## config.mk

```make
export PLATFORM = sky130hd
export DESIGN_NAME = settled_state_frame_sender_top
export DESIGN_NICKNAME = d
export VERILOG_FILES = /design/src/hdl/sssf_pkg.sv /design/src/hdl/settled_state_frame_sender_top.sv /design/src/hdl/sssf_cfg.sv /design/src/hdl/sssf_state.sv
export SDC_FILE = /design/constraint.sdc
export NUM_CORES = 1
export LEC_CHECK = 0
export ABC_AREA = 1
export ABC_CLOCK_PERIOD_IN_PS = 4750
export BUFFER_PORTS_ARGS = -buffer_cell sky130_fd_sc_hd__buf_4
export CORE_MARGIN = 1.5
export CORE_UTILIZATION = 30
export CTS_CLUSTER_SIZE = 30
export DETAILED_ROUTE_END_ITERATION = 16
export PLACE_DENSITY = 0.6
export SYNTH_ARGS = -nofsm -noshare
export SYNTH_HDL_FRONTEND = slang
export SYNTH_SLANG_ARGS = --single-unit
```

## constraint.sdc

```tcl
create_clock -name clk -period 4.75 [get_ports clk]
set_input_delay 0 -clock clk [delete_from_list [all_inputs] [get_ports clk]]
set_output_delay 0 -clock clk [all_outputs]
set_load 0.01 [all_outputs]
```

## src/hdl/sssf_pkg.sv

```systemverilog
// ----------------------------------------------------------------------------
// sssf_pkg: shared types and constants for the settled state frame sender
// command kinds, frame kinds, register map, reset values and item structs
// ----------------------------------------------------------------------------
package sssf_pkg;

  // command item kinds
  typedef enum logic [2:0] {
    KIND_TICK    = 3'd0,
    KIND_POWER   = 3'd1,
    KIND_MODE    = 3'd2,
    KIND_FAN     = 3'd3,
    KIND_SWING_V = 3'd4,
    KIND_SWING_H = 3'd5,
    KIND_DELTA   = 3'd6
  } kind_t;

  // frame kinds on the result channel
  typedef enum logic [1:0] {
    FRAME_NONE    = 2'd0,
    FRAME_CHANGE  = 2'd1,
    FRAME_REFRESH = 2'd2
  } frame_t;

  // register indexes (byte address is 4 times the index)
  typedef enum logic [1:0] {
    REG_SETTLE  = 2'd0,
    REG_REFRESH = 2'd1,
    REG_MIN_SP  = 2'd2,
    REG_MAX_SP  = 2'd3
  } reg_idx_t;

  // value limits of the settings
  localparam logic [2:0] POWER_COUNT = 3'd2;
  localparam logic [2:0] MODE_COUNT  = 3'd3;
  localparam logic [2:0] FAN_COUNT   = 3'd4;
  localparam logic [2:0] SWING_COUNT = 3'd2;

  localparam logic [15:0] SETTLE_MAX = 16'hFFFF;
  localparam logic [19:0] SEND_MAX   = 20'hFFFFF;

  // register reset values
  localparam logic [15:0] SETTLE_RST  = 16'd700;
  localparam logic [19:0] REFRESH_RST = 20'd600000;
  localparam logic [6:0]  MIN_SP_RST  = 7'd61;
  localparam logic [6:0]  MAX_SP_RST  = 7'd86;

  // state reset values
  localparam logic [1:0] MODE_RST     = 2'd2;
  localparam logic [6:0] SETPOINT_RST = 7'd72;

  typedef struct packed {
    logic [15:0] settle_ticks;
    logic [19:0] refresh_ticks;
    logic [6:0]  min_setpoint;
    logic [6:0]  max_setpoint;
  } cfg_t;

  typedef struct packed {
    logic [2:0]        kind;
    logic [1:0]        setting;
    logic signed [7:0] delta;
  } item_t;

  typedef struct packed {
    frame_t     frame_kind;
    logic       power_on;
    logic [1:0] mode_now;
    logic [6:0] setpoint_now;
    logic [1:0] fan_now;
    logic       swing_vertical;
    logic       swing_horizontal;
    logic       is_pending;
  } result_t;

endpackage

```

## src/hdl/settled_state_frame_sender_top.sv

```systemverilog
// ----------------------------------------------------------------------------
// settled_state_frame_sender_top: air-conditioner command shadow and sender
// keeps the whole command state and emits change and refresh frames
// ----------------------------------------------------------------------------
// usage
//   in_*  : command and tick items; in_tuser carries the kind, in_tdata the
//           setting and the signed setpoint delta
//   out_* : one result item per input item; out_tuser is the frame kind
//           (none, settled change, periodic refresh), out_tdata the whole
//           command state after the item and the pending flag
//   cfg_* : apb-style register port, settle ticks at 0x0, refresh ticks at
//           0x4, minimum setpoint at 0x8, maximum setpoint at 0xc
// path: an accepted item goes to the input register, the state update
//   runs on it combinationally, then the result register takes the result
// throughput: one item per cycle unless out_tready stalls the result
//   register, set by the single state update pass
// reset: rst_n is synchronous; registers return to their defaults, the
//   command state to off, cool, 72 F, fan auto, vanes fixed, nothing pending
// stall: while out_tready is low the result register holds; one more item
//   waits in the input register, then in_tready drops
// ----------------------------------------------------------------------------
module settled_state_frame_sender_top import sssf_pkg::*; (
  input  logic        clk,
  input  logic        rst_n,
  // input channel
  input  logic        in_tvalid,
  output logic        in_tready,
  input  logic [15:0] in_tdata,   // [1:0] setting, [9:2] delta, [15:10] zero
  input  logic [2:0]  in_tuser,   // [2:0] kind
  // result channel
  output logic        out_tvalid,
  input  logic        out_tready,
  output logic [15:0] out_tdata,  // [0] power_on, [2:1] mode_now,
                                  // [9:3] setpoint_now, [11:10] fan_now,
                                  // [12] swing_vertical, [13] swing_horizontal,
                                  // [14] is_pending, [15] zero
  output logic [1:0]  out_tuser,  // [1:0] frame_kind
  // configuration port
  input  logic        cfg_psel,
  input  logic        cfg_penable,
  input  logic        cfg_pwrite,
  input  logic [3:0]  cfg_paddr,
  input  logic [31:0] cfg_pwdata,
  output logic [31:0] cfg_prdata,
  output logic        cfg_pready
);

  cfg_t    cfg;
  item_t   item_r;
  logic    in_valid_r;
  logic    out_valid_r;
  result_t res;
  result_t res_r;
  logic    advance;

  assign cfg_pready = 1'b1;

  sssf_cfg u_cfg (
    .clk     (clk),
    .rst_n   (rst_n),
    .psel    (cfg_psel),
    .penable (cfg_penable),
    .pwrite  (cfg_pwrite),
    .paddr   (cfg_paddr),
    .pwdata  (cfg_pwdata),
    .prdata  (cfg_prdata),
    .cfg     (cfg)
  );

  // the held item moves on whenever the result register is free or draining
  assign advance   = in_valid_r && (!out_valid_r || out_tready);
  assign in_tready = !in_valid_r || advance;

  always_ff @(posedge clk) begin
    if (!rst_n) begin
      in_valid_r <= 1'b0;
    end else if (in_tready) begin
      in_valid_r <= in_tvalid;
    end
  end

  // payload, no reset needed
  always_ff @(posedge clk) begin
    if (in_tvalid && in_tready) begin
      item_r.kind    <= in_tuser;
      item_r.setting <= in_tdata[1:0];
      item_r.delta   <= $signed(in_tdata[9:2]);
    end
  end

  sssf_state u_state (
    .clk   (clk),
    .rst_n (rst_n),
    .fire  (advance),
    .item  (item_r),
    .cfg   (cfg),
    .res   (res)
  );

  // result register
  always_ff @(posedge clk) begin
    if (!rst_n) begin
      out_valid_r <= 1'b0;
    end else if (!out_valid_r || out_tready) begin
      out_valid_r <= in_valid_r;
    end
  end

  always_ff @(posedge clk) begin
    if (advance) begin
      res_r <= res;
    end
  end

  assign out_tvalid = out_valid_r;
  assign out_tuser  = res_r.frame_kind;
  assign out_tdata  = {1'b0, res_r.is_pending, res_r.swing_horizontal,
                       res_r.swing_vertical, res_r.fan_now, res_r.setpoint_now,
                       res_r.mode_now, res_r.power_on};

endmodule

```

## src/hdl/sssf_cfg.sv

```systemverilog
// ----------------------------------------------------------------------------
// sssf_cfg: configuration registers
// apb-style write and read of the settle, refresh and setpoint bound registers
// ----------------------------------------------------------------------------
module sssf_cfg import sssf_pkg::*; (
  input  logic        clk,
  input  logic        rst_n,
  input  logic        psel,
  input  logic        penable,
  input  logic        pwrite,
  input  logic [3:0]  paddr,
  input  logic [31:0] pwdata,
  output logic [31:0] prdata,
  output cfg_t        cfg
);

  cfg_t     cfg_r;
  logic     wr_en;
  reg_idx_t idx;

  assign idx   = reg_idx_t'(paddr[3:2]);
  assign wr_en = psel && penable && pwrite;
  assign cfg   = cfg_r;

  always_ff @(posedge clk) begin
    if (!rst_n) begin
      cfg_r.settle_ticks  <= SETTLE_RST;
      cfg_r.refresh_ticks <= REFRESH_RST;
      cfg_r.min_setpoint  <= MIN_SP_RST;
      cfg_r.max_setpoint  <= MAX_SP_RST;
    end else if (wr_en) begin
      unique case (idx)
        REG_SETTLE:  cfg_r.settle_ticks  <= pwdata[15:0];
        REG_REFRESH: cfg_r.refresh_ticks <= pwdata[19:0];
        REG_MIN_SP:  cfg_r.min_setpoint  <= pwdata[6:0];
        REG_MAX_SP:  cfg_r.max_setpoint  <= pwdata[6:0];
        default: ;
      endcase
    end
  end

  always_comb begin
    unique case (idx)
      REG_SETTLE:  prdata = {16'd0, cfg_r.settle_ticks};
      REG_REFRESH: prdata = {12'd0, cfg_r.refresh_ticks};
      REG_MIN_SP:  prdata = {25'd0, cfg_r.min_setpoint};
      REG_MAX_SP:  prdata = {25'd0, cfg_r.max_setpoint};
      default:     prdata = 32'd0;
    endcase
  end

endmodule

```

## src/hdl/sssf_state.sv

```systemverilog
// ----------------------------------------------------------------------------
// sssf_state: command shadow state and tick counters
// applies one item per cycle when fire is high and presents the state after that item
// ----------------------------------------------------------------------------
module sssf_state import sssf_pkg::*; (
  input  logic    clk,
  input  logic    rst_n,
  input  logic    fire,
  input  item_t   item,
  input  cfg_t    cfg,
  output result_t res
);

  logic        power_r, power_nxt;
  logic [1:0]  mode_r, mode_nxt;
  logic [6:0]  setpoint_r, setpoint_nxt;
  logic [1:0]  fan_r, fan_nxt;
  logic        vane_v_r, vane_v_nxt;
  logic        vane_h_r, vane_h_nxt;
  logic        pending_r, pending_nxt;
  logic [15:0] since_change_r, since_change_nxt;
  logic [19:0] since_send_r, since_send_nxt;
  logic        ever_sent_r, ever_sent_nxt;
  frame_t      frame;

  logic [2:0]        set_ext;
  logic [15:0]       change_inc;
  logic [19:0]       send_inc;
  logic signed [8:0] want;
  logic signed [8:0] want_lo;
  logic signed [8:0] want_hi;
  logic [6:0]        clamped;

  assign set_ext    = {1'b0, item.setting};
  assign change_inc = (since_change_r != SETTLE_MAX) ? since_change_r + 16'd1 : since_change_r;
  assign send_inc   = (since_send_r != SEND_MAX) ? since_send_r + 20'd1 : since_send_r;

  // clamp to the minimum first, then to the maximum
  always_comb begin
    want    = $signed({2'b00, setpoint_r}) + 9'(item.delta);
    want_lo = (want < $signed({2'b00, cfg.min_setpoint})) ?
              $signed({2'b00, cfg.min_setpoint}) : want;
    want_hi = (want_lo > $signed({2'b00, cfg.max_setpoint})) ?
              $signed({2'b00, cfg.max_setpoint}) : want_lo;
    clamped = want_hi[6:0];
  end

  always_comb begin
    power_nxt        = power_r;
    mode_nxt         = mode_r;
    setpoint_nxt     = setpoint_r;
    fan_nxt          = fan_r;
    vane_v_nxt       = vane_v_r;
    vane_h_nxt       = vane_h_r;
    pending_nxt      = pending_r;
    since_change_nxt = since_change_r;
    since_send_nxt   = since_send_r;
    ever_sent_nxt    = ever_sent_r;
    frame            = FRAME_NONE;

    unique case (kind_t'(item.kind))
      KIND_TICK: begin
        since_change_nxt = change_inc;
        if (pending_r) begin
          if (change_inc >= cfg.settle_ticks) begin
            pending_nxt    = 1'b0;
            since_send_nxt = 20'd0;
            ever_sent_nxt  = 1'b1;
            frame          = FRAME_CHANGE;
          end
        end else if (ever_sent_r) begin
          if (send_inc >= cfg.refresh_ticks) begin
            since_send_nxt = 20'd0;
            frame          = FRAME_REFRESH;
          end else begin
            since_send_nxt = send_inc;
          end
        end
      end
      KIND_POWER: begin
        if (set_ext < POWER_COUNT && item.setting[0] != power_r) begin
          power_nxt        = item.setting[0];
          pending_nxt      = 1'b1;
          since_change_nxt = 16'd0;
        end
      end
      KIND_MODE: begin
        if (set_ext < MODE_COUNT && item.setting != mode_r) begin
          mode_nxt         = item.setting;
          pending_nxt      = 1'b1;
          since_change_nxt = 16'd0;
        end
      end
      KIND_FAN: begin
        if (set_ext < FAN_COUNT && item.setting != fan_r) begin
          fan_nxt          = item.setting;
          pending_nxt      = 1'b1;
          since_change_nxt = 16'd0;
        end
      end
      KIND_SWING_V: begin
        if (set_ext < SWING_COUNT && item.setting[0] != vane_v_r) begin
          vane_v_nxt       = item.setting[0];
          pending_nxt      = 1'b1;
          since_change_nxt = 16'd0;
        end
      end
      KIND_SWING_H: begin
        if (set_ext < SWING_COUNT && item.setting[0] != vane_h_r) begin
          vane_h_nxt       = item.setting[0];
          pending_nxt      = 1'b1;
          since_change_nxt = 16'd0;
        end
      end
      KIND_DELTA: begin
        if (clamped != setpoint_r) begin
          setpoint_nxt     = clamped;
          pending_nxt      = 1'b1;
          since_change_nxt = 16'd0;
        end
      end
      default: ;
    endcase
  end

  always_ff @(posedge clk) begin
    if (!rst_n) begin
      power_r        <= 1'b0;
      mode_r         <= MODE_RST;
      setpoint_r     <= SETPOINT_RST;
      fan_r          <= 2'd0;
      vane_v_r       <= 1'b0;
      vane_h_r       <= 1'b0;
      pending_r      <= 1'b0;
      since_change_r <= 16'd0;
      since_send_r   <= 20'd0;
      ever_sent_r    <= 1'b0;
    end else if (fire) begin
      power_r        <= power_nxt;
      mode_r         <= mode_nxt;
      setpoint_r     <= setpoint_nxt;
      fan_r          <= fan_nxt;
      vane_v_r       <= vane_v_nxt;
      vane_h_r       <= vane_h_nxt;
      pending_r      <= pending_nxt;
      since_change_r <= since_change_nxt;
      since_send_r   <= since_send_nxt;
      ever_sent_r    <= ever_sent_nxt;
    end
  end

  always_comb begin
    res.frame_kind       = frame;
    res.power_on         = power_nxt;
    res.mode_now         = mode_nxt;
    res.setpoint_now     = setpoint_nxt;
    res.fan_now          = fan_nxt;
    res.swing_vertical   = vane_v_nxt;
    res.swing_horizontal = vane_h_nxt;
    res.is_pending       = pending_nxt;
  end

endmodule

```

# --- Word level (Yosys, flattened, before mapping) ---
# Index checks and enable logic that the tools add are counted.
classes:
  mul: 0
  n_bitwise: 0
  div: 0
  n_eq_ne: 24
  addsub: 3
  n_lt_le_gt_ge: 7
  shift: 0
  mux: 41
  reduce_logical: 24
ops:
  columns: ["operator", "count"]
  rows:
  - ["$pmux W32 S4", 1]
  - ["$mux W16", 7]
  - ["$pmux W16 S7", 1]
  - ["$mux W20", 5]
  - ["$mux W7", 3]
  - ["$add A20 B1 Y20 const B", 1]
  - ["$ge A20 B20 Y1", 1]
  - ["$ne A20 B20 Y1 const B", 1]
  - ["$add A16 B1 Y16 const B", 1]
  - ["$ge A16 B16 Y1", 1]
  - ["$ne A16 B16 Y1 const B", 1]
  - ["$mux W1", 15]
  - ["$mux W2", 7]
  - ["$ne A2 B1 Y1 const B", 6]
  - ["$add A8 B8 Y9", 1]
  - ["$eq A3 B3 Y1 const B", 3]
  - ["$gt A9 B8 Y1", 1]
  - ["$logic_and A1 B1 Y1", 9]
  - ["$lt A9 B8 Y1", 1]
  - ["$mux W9", 1]
  - ["$reduce_and A2 Y1", 4]
  - ["$reduce_and A4 Y1", 2]
  - ["$reduce_and A8 Y1", 1]
  - ["$ne A7 B7 Y1", 1]
  - ["other kinds (16)", 24]
word_totals:
  output_inout_bits: 53
  wordCells: 126
  mem_bits_rw: 0
  latchBits: 0
  reg_bits: 134
  mem_count: 0
  in_bits: 62
  mem_bits_ro: 0

# --- Depth between registers and ports, before layout ---
# Gate-level depths: netlist (run 1).
depth:
  ltp_word: 8
  mapped_depth: 39

# --- By module ---
# From an unflattened synthesis (run 1), not the netlist that was laid out.
hier_totals:
  cells_unflattened: 1297
  area_unflattened_um2: 8906.0
modules_own_cells:
  columns: ["mod", "instances", "seq_area_each_um2", "area_each_um2", "cells_per_inst"]
  rows:
  - ["sssf_state", 1, 1041.0, 5549.1, 902]
  - ["sssf_cfg", 1, 1001.0, 2338.5, 348]
  - ["settled_state_frame_sender_top", 1, 940.9, 1018.5, 47]

# --- Least setup slack after synthesis (run 1) ---
# Ideal clock, no wire load.
synth_timing:
  path_kind: "reg2reg"
  from: "register item_r[0] (netlist bit)"
  to: "register u_state.since_change_r[15]"
  path_slack_ns: -0.229
  arrival_ns: 4.912
  n_path_buf: 2
  stages_incl_launch_ff: 36
  cell_sequence: "edfxtp_1 > ha_1 > fa_1 > ha_1 > inv_1 > a21oi_1 > o21a_1 > o21a_1 > o21a_1 > o21a_1 > o21a_1 > a2111oi_0 > ha_1 > clkbuf_1 > nand2_1 > o21ai_1 > ha_1 > nand2_1 > nor2_1 > nand2_1 > nand3_1 > nand2_1 > nand2_1 > nand2_1 > nand2_4 > nand2_4 > nand2_2 > nand3_1 > nand2_1 > nand2_1 > nor2_2 > nand3_2 > nand2_2 > buf_6 > nand2_2 > a21oi_2"
synth_via:
  elab_chain_len: 8
synth_lines:
  columns: ["element", "line", "text"]
  rows:
  - ["start, declared", "settled_state_frame_sender_top.sv:49", "item_t item_r;"]
  - ["$add A8 B8 Y9 (*)", "sssf_state.sv:40", "want = $signed({2'b00, setpoint_r}) + 9'(item.delta);"]
  - ["$lt A9 B8 Y1", "sssf_state.sv:41", "want_lo = (want < $signed({2'b00, cfg.min_setpoint})) ?"]
  - ["$mux W9 (*)", "sssf_state.sv:41", null]
  - ["$gt A9 B8 Y1", "sssf_state.sv:43", "want_hi = (want_lo > $signed({2'b00, cfg.max_setpoint})) ?"]
  - ["$mux W7 (*)", "sssf_state.sv:43", null]
  - ["$ne A7 B7 Y1 (*)", "sssf_state.sv:116", "if (clamped != setpoint_r) begin"]
  - ["$ne A2 B1 Y1 (no source line) (*)", null, null]
  - ["$reduce_and A8 Y1 (no source line) (*)", null, null]
  - ["end signal, assigned", "sssf_state.sv:146", "since_change_r <= since_change_nxt;"]
  - ["end, declared", "sssf_state.sv:21", "logic [15:0] since_change_r, since_change_nxt;"]
# Mark *: on every way between the ends. The rest lies on a longest branch, timed or not.
# A chain may end at the register's enable or synchronous reset.

# --- Worst setup path after layout (run 1) ---
# Ends and elaborated chain as after synthesis.

==> impl_metrics.toml, run 1 <==
[worst_setup_path]
rr_worst_depth = 33
critPathKind = "register to register"
critPathRequiredTime_ps = 5040
startpoint_type = "register"
slowest_delay_ps = 580
crit_top_cell = "o21a_1"
reg2reg_to = "u_state.since_change_r[15]"
crit_fanout = 8
crit_slowest_cell = "fa_2"
worstPathArrival_ps = 5530
regToRegStartpoint = "item_r[0]"
rrSetupSlack_ps = -500
end_kind = "register"

[die]
dieWidth_um = 169
ios = 115
die_height_um = 169
core_area_um2 = 27000
start_util = 0.307
die_area_um2 = 28600
row_count = 60

[place]
placed_area_um2 = 9460
numPortBuffers = 80
gp_congestion = 0.871
dpl.cell_count = 1582
dp_hpwl_mm = 16.9

[finish]
finalInstanceArea_um2 = 10700
stdcell_count = 1659
layout-drive-gt1-share = 0.175
area_growth_pct = 29.4
final_nets = 1427
utilization = 0.397
antenna_cells = 0

[drt]
routed_via_density = 4.88
ant_nets = 0
routed_wl_mm = 23.4
remaining_drc_errors = 0
vias = 8093
drtIter0Drc = 637
drtPass1Iterations = 5
wl_per_cell_um = 14.1

[timing]
post-route-period-util = 1.10
setup_slack_ps = -496
max_freq_mhz = 191
worst_pin_slew_ps = 1020
rsz0062_at_grt = "true"
slew_viol_final = 0
slew_headroom = 0.299
hold_viol = 0
final.min_clock_period_ps = 5250
skew_ps = 15.1
setup_viol = 27

[logic_synthesis]
synth-adder-area-share = 0.0915
synthFlopType = "dfxtp_1"
synth_top_area_cell = "dfxtp_1"
synth_commonest_cells = "216 x nand2_1, 176 x inv_1, 109 x a21oi_1"
yosys.area_share.xor_xnor = 0.0243
synth_top_family_by_area = "simple AND/OR/NAND/NOR gates"
synthCells = 1157
synth.area.top_cells = "dfxtp_1 25%, edfxtp_1 11%, nand2_1 9.8%"
synth_edf_count = 30
synth_seq_area_share = 0.360
synth_top_area_frac = 0.251
syn_avg_cell_area_um2 = 7.16
synthSimpleGateAreaFrac = 0.222
yosys_warnings = 0
synth.area.mux_share = 0.00121
synth_cell_types = 50
yosysMostFrequentCell = "nand2_1"
yosys_register_bits = 134
synth_area_um2 = 8290
synth_compound_area_frac = 0.189
async_flop_share = 0

[worst_hold_path]
min_path_cells = 2
min-delay-start = "rst_n"
min_path_type = "input pin to register"
min_to = "u_cfg.cfg[23]"

[global_route]
grt_pass1_wl_mm = 37.2
overflow = 0
antenna_found_initial = 0
grt.total_usage = 0.163
grt_pass1_vias = 7424
grt_max_degree = 78

[clocking]
cts-buffers-inserted = 17
htree_levels = 4
clk_latency_ps = 430
cts_sinks = 134
cts.clk_slew.worst_paths_ps = 60
cts.path.max_buffers = 2
cts_tree = "done"
cts_root_buffer = "clkbuf_16"

[power]
power-per-cell-area_nw_per_um2 = 319
ir_worst_vdd_mv = 0.245
p_leak_uw = 0.00487

[status]
status = "complete, but fails checks"
violations = "negative setup slack"

[flow_run]
drv_cap = 0
==> worst max-delay path, delay by kind of cell (launching register included) <==
| kind | cells | cell delay (ps) |
|---|---|---|
| adders and majority gates | 5 | 1530 |
| AOI/OAI and AO/OA | 10 | 1450 |
| DFF | 1 | 410 |
| and+or+nand+nor | 15 | 1310 |
| buffers and inverters | 3 | 400 |
==> logic make-up (layout without fill, tap and decap cells) <==
family	count (synthesis)	count (layout)
flip-flops	134	134
adder cells (fa/ha/maj)	60	60
AO/OA/AOI/OAI	280	280
other	2	14
multiplexers	1	1
buffers and inverters	227	374
XOR/XNOR	23	23
AND/OR/NAND/NOR	430	432
==> per-layer routing <==
metal | global-route usage | up-vias | part of all wire | wire (µm)
li1 | - | 4142 | - | -
met1 | 0.214 | 3727 | 0.47 | 10900
met2 | 0.264 | 186 | 0.46 | 10800
met3 | 0.0371 | 38 | 0.049 | 1140
met4 | 0.0554 | 0 | 0.023 | 529
met5 | 0 | - | 0 | 0
==> through the flow <==
step / TNS [ps] / hold slack [ps] / worst slack [ps] / power (µW)
2_1_floorplan: -228 / 98.9 / -34.1 / 1700
3_3_place_gp: -5440 / 178 / -320 / 1940
3_5_place_dp: -9070 / 180 / -475 / 1950
4_1_cts: -8560 / 140 / -464 / 3310
5_1_grt: -19200 / 177 / -879 / 3590
6_report: -8660 / 157 / -496 / 3420
==> state kept, by name, summed over array words and instances, names as in the netlist <==
| register | flops |
|---|---|
| in_valid_r | 1 |
| item_r | 13 |
| out_tdata | 15 |
| out_tuser | 2 |
| out_tvalid | 1 |
| u_cfg.cfg | 50 |
| u_state.ever_sent_r | 1 |
| u_state.fan_r | 2 |
| u_state.mode_r | 2 |
| u_state.pending_r | 1 |
| u_state.power_r | 1 |
| u_state.setpoint_r | 7 |
| u_state.since_change_r | 16 |
| u_state.since_send_r | 20 |
| u_state.vane_h_r | 1 |
| u_state.vane_v_r | 1 |
==> cells in the final DEF (no fill, tap or decap), types with 7 or more instances in the layout <==
cell type      count
o21ai_2            9
clkbuf_16         17
xor2_1            17
dlygate4sd3_1     36
ha_1              55
a211oi_1           7
nand4_1           13
nor2_1            87
o211ai_1          24
conb_1            14
a21oi_1          108
inv_1            172
edfxtp_1          30
o21ai_0           85
o21ai_1           11
buf_4            122
nand3_1           54
o22ai_1           10
dfxtp_1          104
nor3_1            24
nand2_4            8
nand2_1          200
nand2_2           18
==> timing repair <==
item / 4_1_cts / 5_1_grt
buffers inserted: 0 / 7
setup endpoints to repair: 30 / 33
hold endpoints to repair: 65 / 0
gates resized for setup: 13 / 58
hold buffers: 36 / 0
cloned: 1 / 1
pin swaps: 7 / 7
==> layout make-up <==
type / count / area (µm²)
timing repair buffer: 162 / 1330
multi-input combinational: 810 / 4720
tap: 341 / 427
fill: 2780 / 16300
clock inverter: 14 / 150
clock buffer: 18 / 429
inverter: 180 / 679
sequential: 134 / 2980
==> how the worst max path moves through the flow <==
stage,startpoint,end,slack (ps),cells after the start
2_1_floorplan,item_r[0],u_state.since_change_r[15],-30,35
3_3_place_gp,item_r[0],u_state.since_change_r[15],-320,36
3_5_place_dp,item_r[0],u_state.since_change_r[3],-470,35
4_1_cts,item_r[0],u_state.since_change_r[15],-460,36
5_1_grt,item_r[0],u_state.since_change_r[5],-880,33
6_report,item_r[0],u_state.since_change_r[15],-500,33
==> where the power goes <==
group	total [µW]	internal (µW)	switching, µW
sequential	1250	1210	34.4
combinational	852	370	482
clock	1320	777	540
Note: power is estimated with default switching activity, not from simulation.
==> run 2: changes to the inputs <==
--- a/config.mk
+++ b/config.mk
@@ -6,13 +6,13 @@
 export NUM_CORES = 1
 export LEC_CHECK = 0
 export ABC_AREA = 1
-export ABC_CLOCK_PERIOD_IN_PS = 4750
+export ABC_CLOCK_PERIOD_IN_PS = 5800
 export BUFFER_PORTS_ARGS = -buffer_cell sky130_fd_sc_hd__buf_4
 export CORE_MARGIN = 1.5
 export CORE_UTILIZATION = 30
 export CTS_CLUSTER_SIZE = 30
 export DETAILED_ROUTE_END_ITERATION = 16
-export PLACE_DENSITY = 0.6
+export PLACE_DENSITY = 0.58
 export SYNTH_ARGS = -nofsm -noshare
 export SYNTH_HDL_FRONTEND = slang
 export SYNTH_SLANG_ARGS = --single-unit
==> constraint.sdc (replaced) <==
create_clock -name clk -period 5.8 [get_ports clk]
set_input_delay 0 -clock clk [delete_from_list [all_inputs] [get_ports clk]]
set_output_delay 0 -clock clk [all_outputs]
set_load 0.01 [all_outputs]
==> impl_metrics.toml, run 2 (synthesis results as in run 1) <==
[worst_hold_path]
min_path_cells = 2
min_path_type = "input pin to register"

[place]
place_ws_ps = 271
gp_congestion = 0.863
dpl.cell_count = 1551
numPortBuffers = 80
dp_hpwl_mm = 16.4

[die]
start_util = 0.307
row_count = 60
die_area_um2 = 28600
core_area_um2 = 27000
dieWidth_um = 169
die_height_um = 169
ios = 115

[power]
clkPwrFrac = 0.447
ir_worst_vdd_mv = 0.209
netSwitchingFraction = 0.277
comb_power_share = 0.187
power_uw = 2790
p_leak_uw = 0.00468
p_int_uw = 2020
power.switching_uw = 773
power-per-cell-area_nw_per_um2 = 272
power_frac_seq = 0.366

[finish]
utilization = 0.380
nFillCells = 2847
stdcell_count = 1621
mostFrequentLayoutCell = "nand2_1"
final_cell_mix = "213 x nand2_1, 174 x inv_1, 109 x a21oi_1, 104 x dfxtp_1, 97 x o21ai_0"
multi_input_area_um2 = 4470
largest_reg_flops = 50
seqCellArea_um2 = 2980
antenna_cells = 0
final_nets = 1389
layout-drive-gt1-share = 0.120
area_growth_pct = 24.1

[global_route]
grt_max_degree = 78
overflow = 0
grt_pass1_wl_mm = 36.3
antenna_found_initial = 0
grt.total_usage = 0.161
grt_pass1_vias = 7231

[worst_setup_path]
reg2reg_to = "out_tdata[14]"
critPathKind = "register to register"
startpoint_type = "register"
rrSetupSlack_ps = 430
end_kind = "register"
cp_top_family = "adder cells"
critPathRequiredTime_ps = 5950
regToRegStartpoint = "item_r[0]"
crit_top_cell = "nand2_1"
startpoint = "item_r[0]"
crit_buf_inv = 3
worstPathArrival_ps = 5520
rr_worst_depth = 32
slowest_delay_ps = 560
endpoint = "out_tdata[14]"
crit_slowest_cell = "fa_2"
worstSetupPathDepth = 32
crit_fanout = 9

[timing]
slew_viol_final = 0
post-route-period-util = 0.925
skew_ps = 12.8
max_freq_mhz = 186
setup_viol = 0
hold_viol = 0
final.min_clock_period_ps = 5370
hold_ws_ps = 160
worst_pin_slew_ps = 950
slew_headroom = 0.364
setup_slack_ps = 435

[clocking]
cts.path.max_buffers = 2
htree_levels = 4
cts-buffers-inserted = 17
clk_latency_ps = 430
cts_sinks = 134
cts_root_buffer = "clkbuf_16"
cts_tree = "done"
cts.clk_slew.worst_paths_ps = 70

[drt]
vias = 7749
routed_wl_mm = 22.5
ant_nets = 0
drtPass1Iterations = 5
wl_per_cell_um = 13.9
drtIter0Drc = 506
remaining_drc_errors = 0
routed_via_density = 4.78

[flow_run]
drv_cap = 0

[status]
status = "completed"
run 2: stage by stage:
| step | instance area (µm²) | TNS, ps |
|---|---|---|
| floorplan | 8330 | 0 |
| global placement | 9170 | 0 |
| detailed placement | 9170 | 0 |
| CTS | 10200 | 0 |
| global route | 10300 | -1.38 |
| finish | 10300 | 0 |
run 2: worst min-delay path by stage:
stage	end	start	slack [ps]
after floorplan	item_r[0]	in_tdata[2]	100
after global placement	item_r[5]	in_tdata[7]	180
after detailed placement	item_r[0]	in_tdata[2]	180
after CTS	u_cfg.cfg[12]	rst_n	140
after global routing	u_cfg.cfg[10]	rst_n	170
final	u_cfg.cfg[20]	rst_n	160
run 2: area by class of cell:
| cell class | count | area share |
|---|---|---|
| Multi-Input combinational cell | 809 | 0.435 |
| Inverter | 180 | 0.0661 |
| Tap cell | 341 | 0.0415 |
| Clock buffer | 24 | 0.0521 |
| Timing Repair Buffer | 125 | 0.101 |
| Clock inverter | 8 | 0.0146 |
| Sequential cell | 134 | 0.290 |
run 2: what timing repair did:
item                                   4_1_cts  5_1_grt
resized for setup                            0       17
hold buffers                                36        0
setup endpoints to repair                    0       18
endpoints found under the hold margin       65        0
setup buffers                                0        1
run 2: power by group through the flow:
stage               clock [µW]  combinational (µW)  sequential (µW)
CTS                       1270                 507             1020
global route              1310                 596             1030
global placement             0                 480             1040
finish                    1250                 522             1020
floorplan                    0                 345             1040
detailed placement           0                 485             1040
run 2: layer usage:
metal	GRT usage	wire (µm)
met1	0.215	10900
met5	0	0
met2	0.255	10100
met4	0.0673	562
met3	0.0313	903
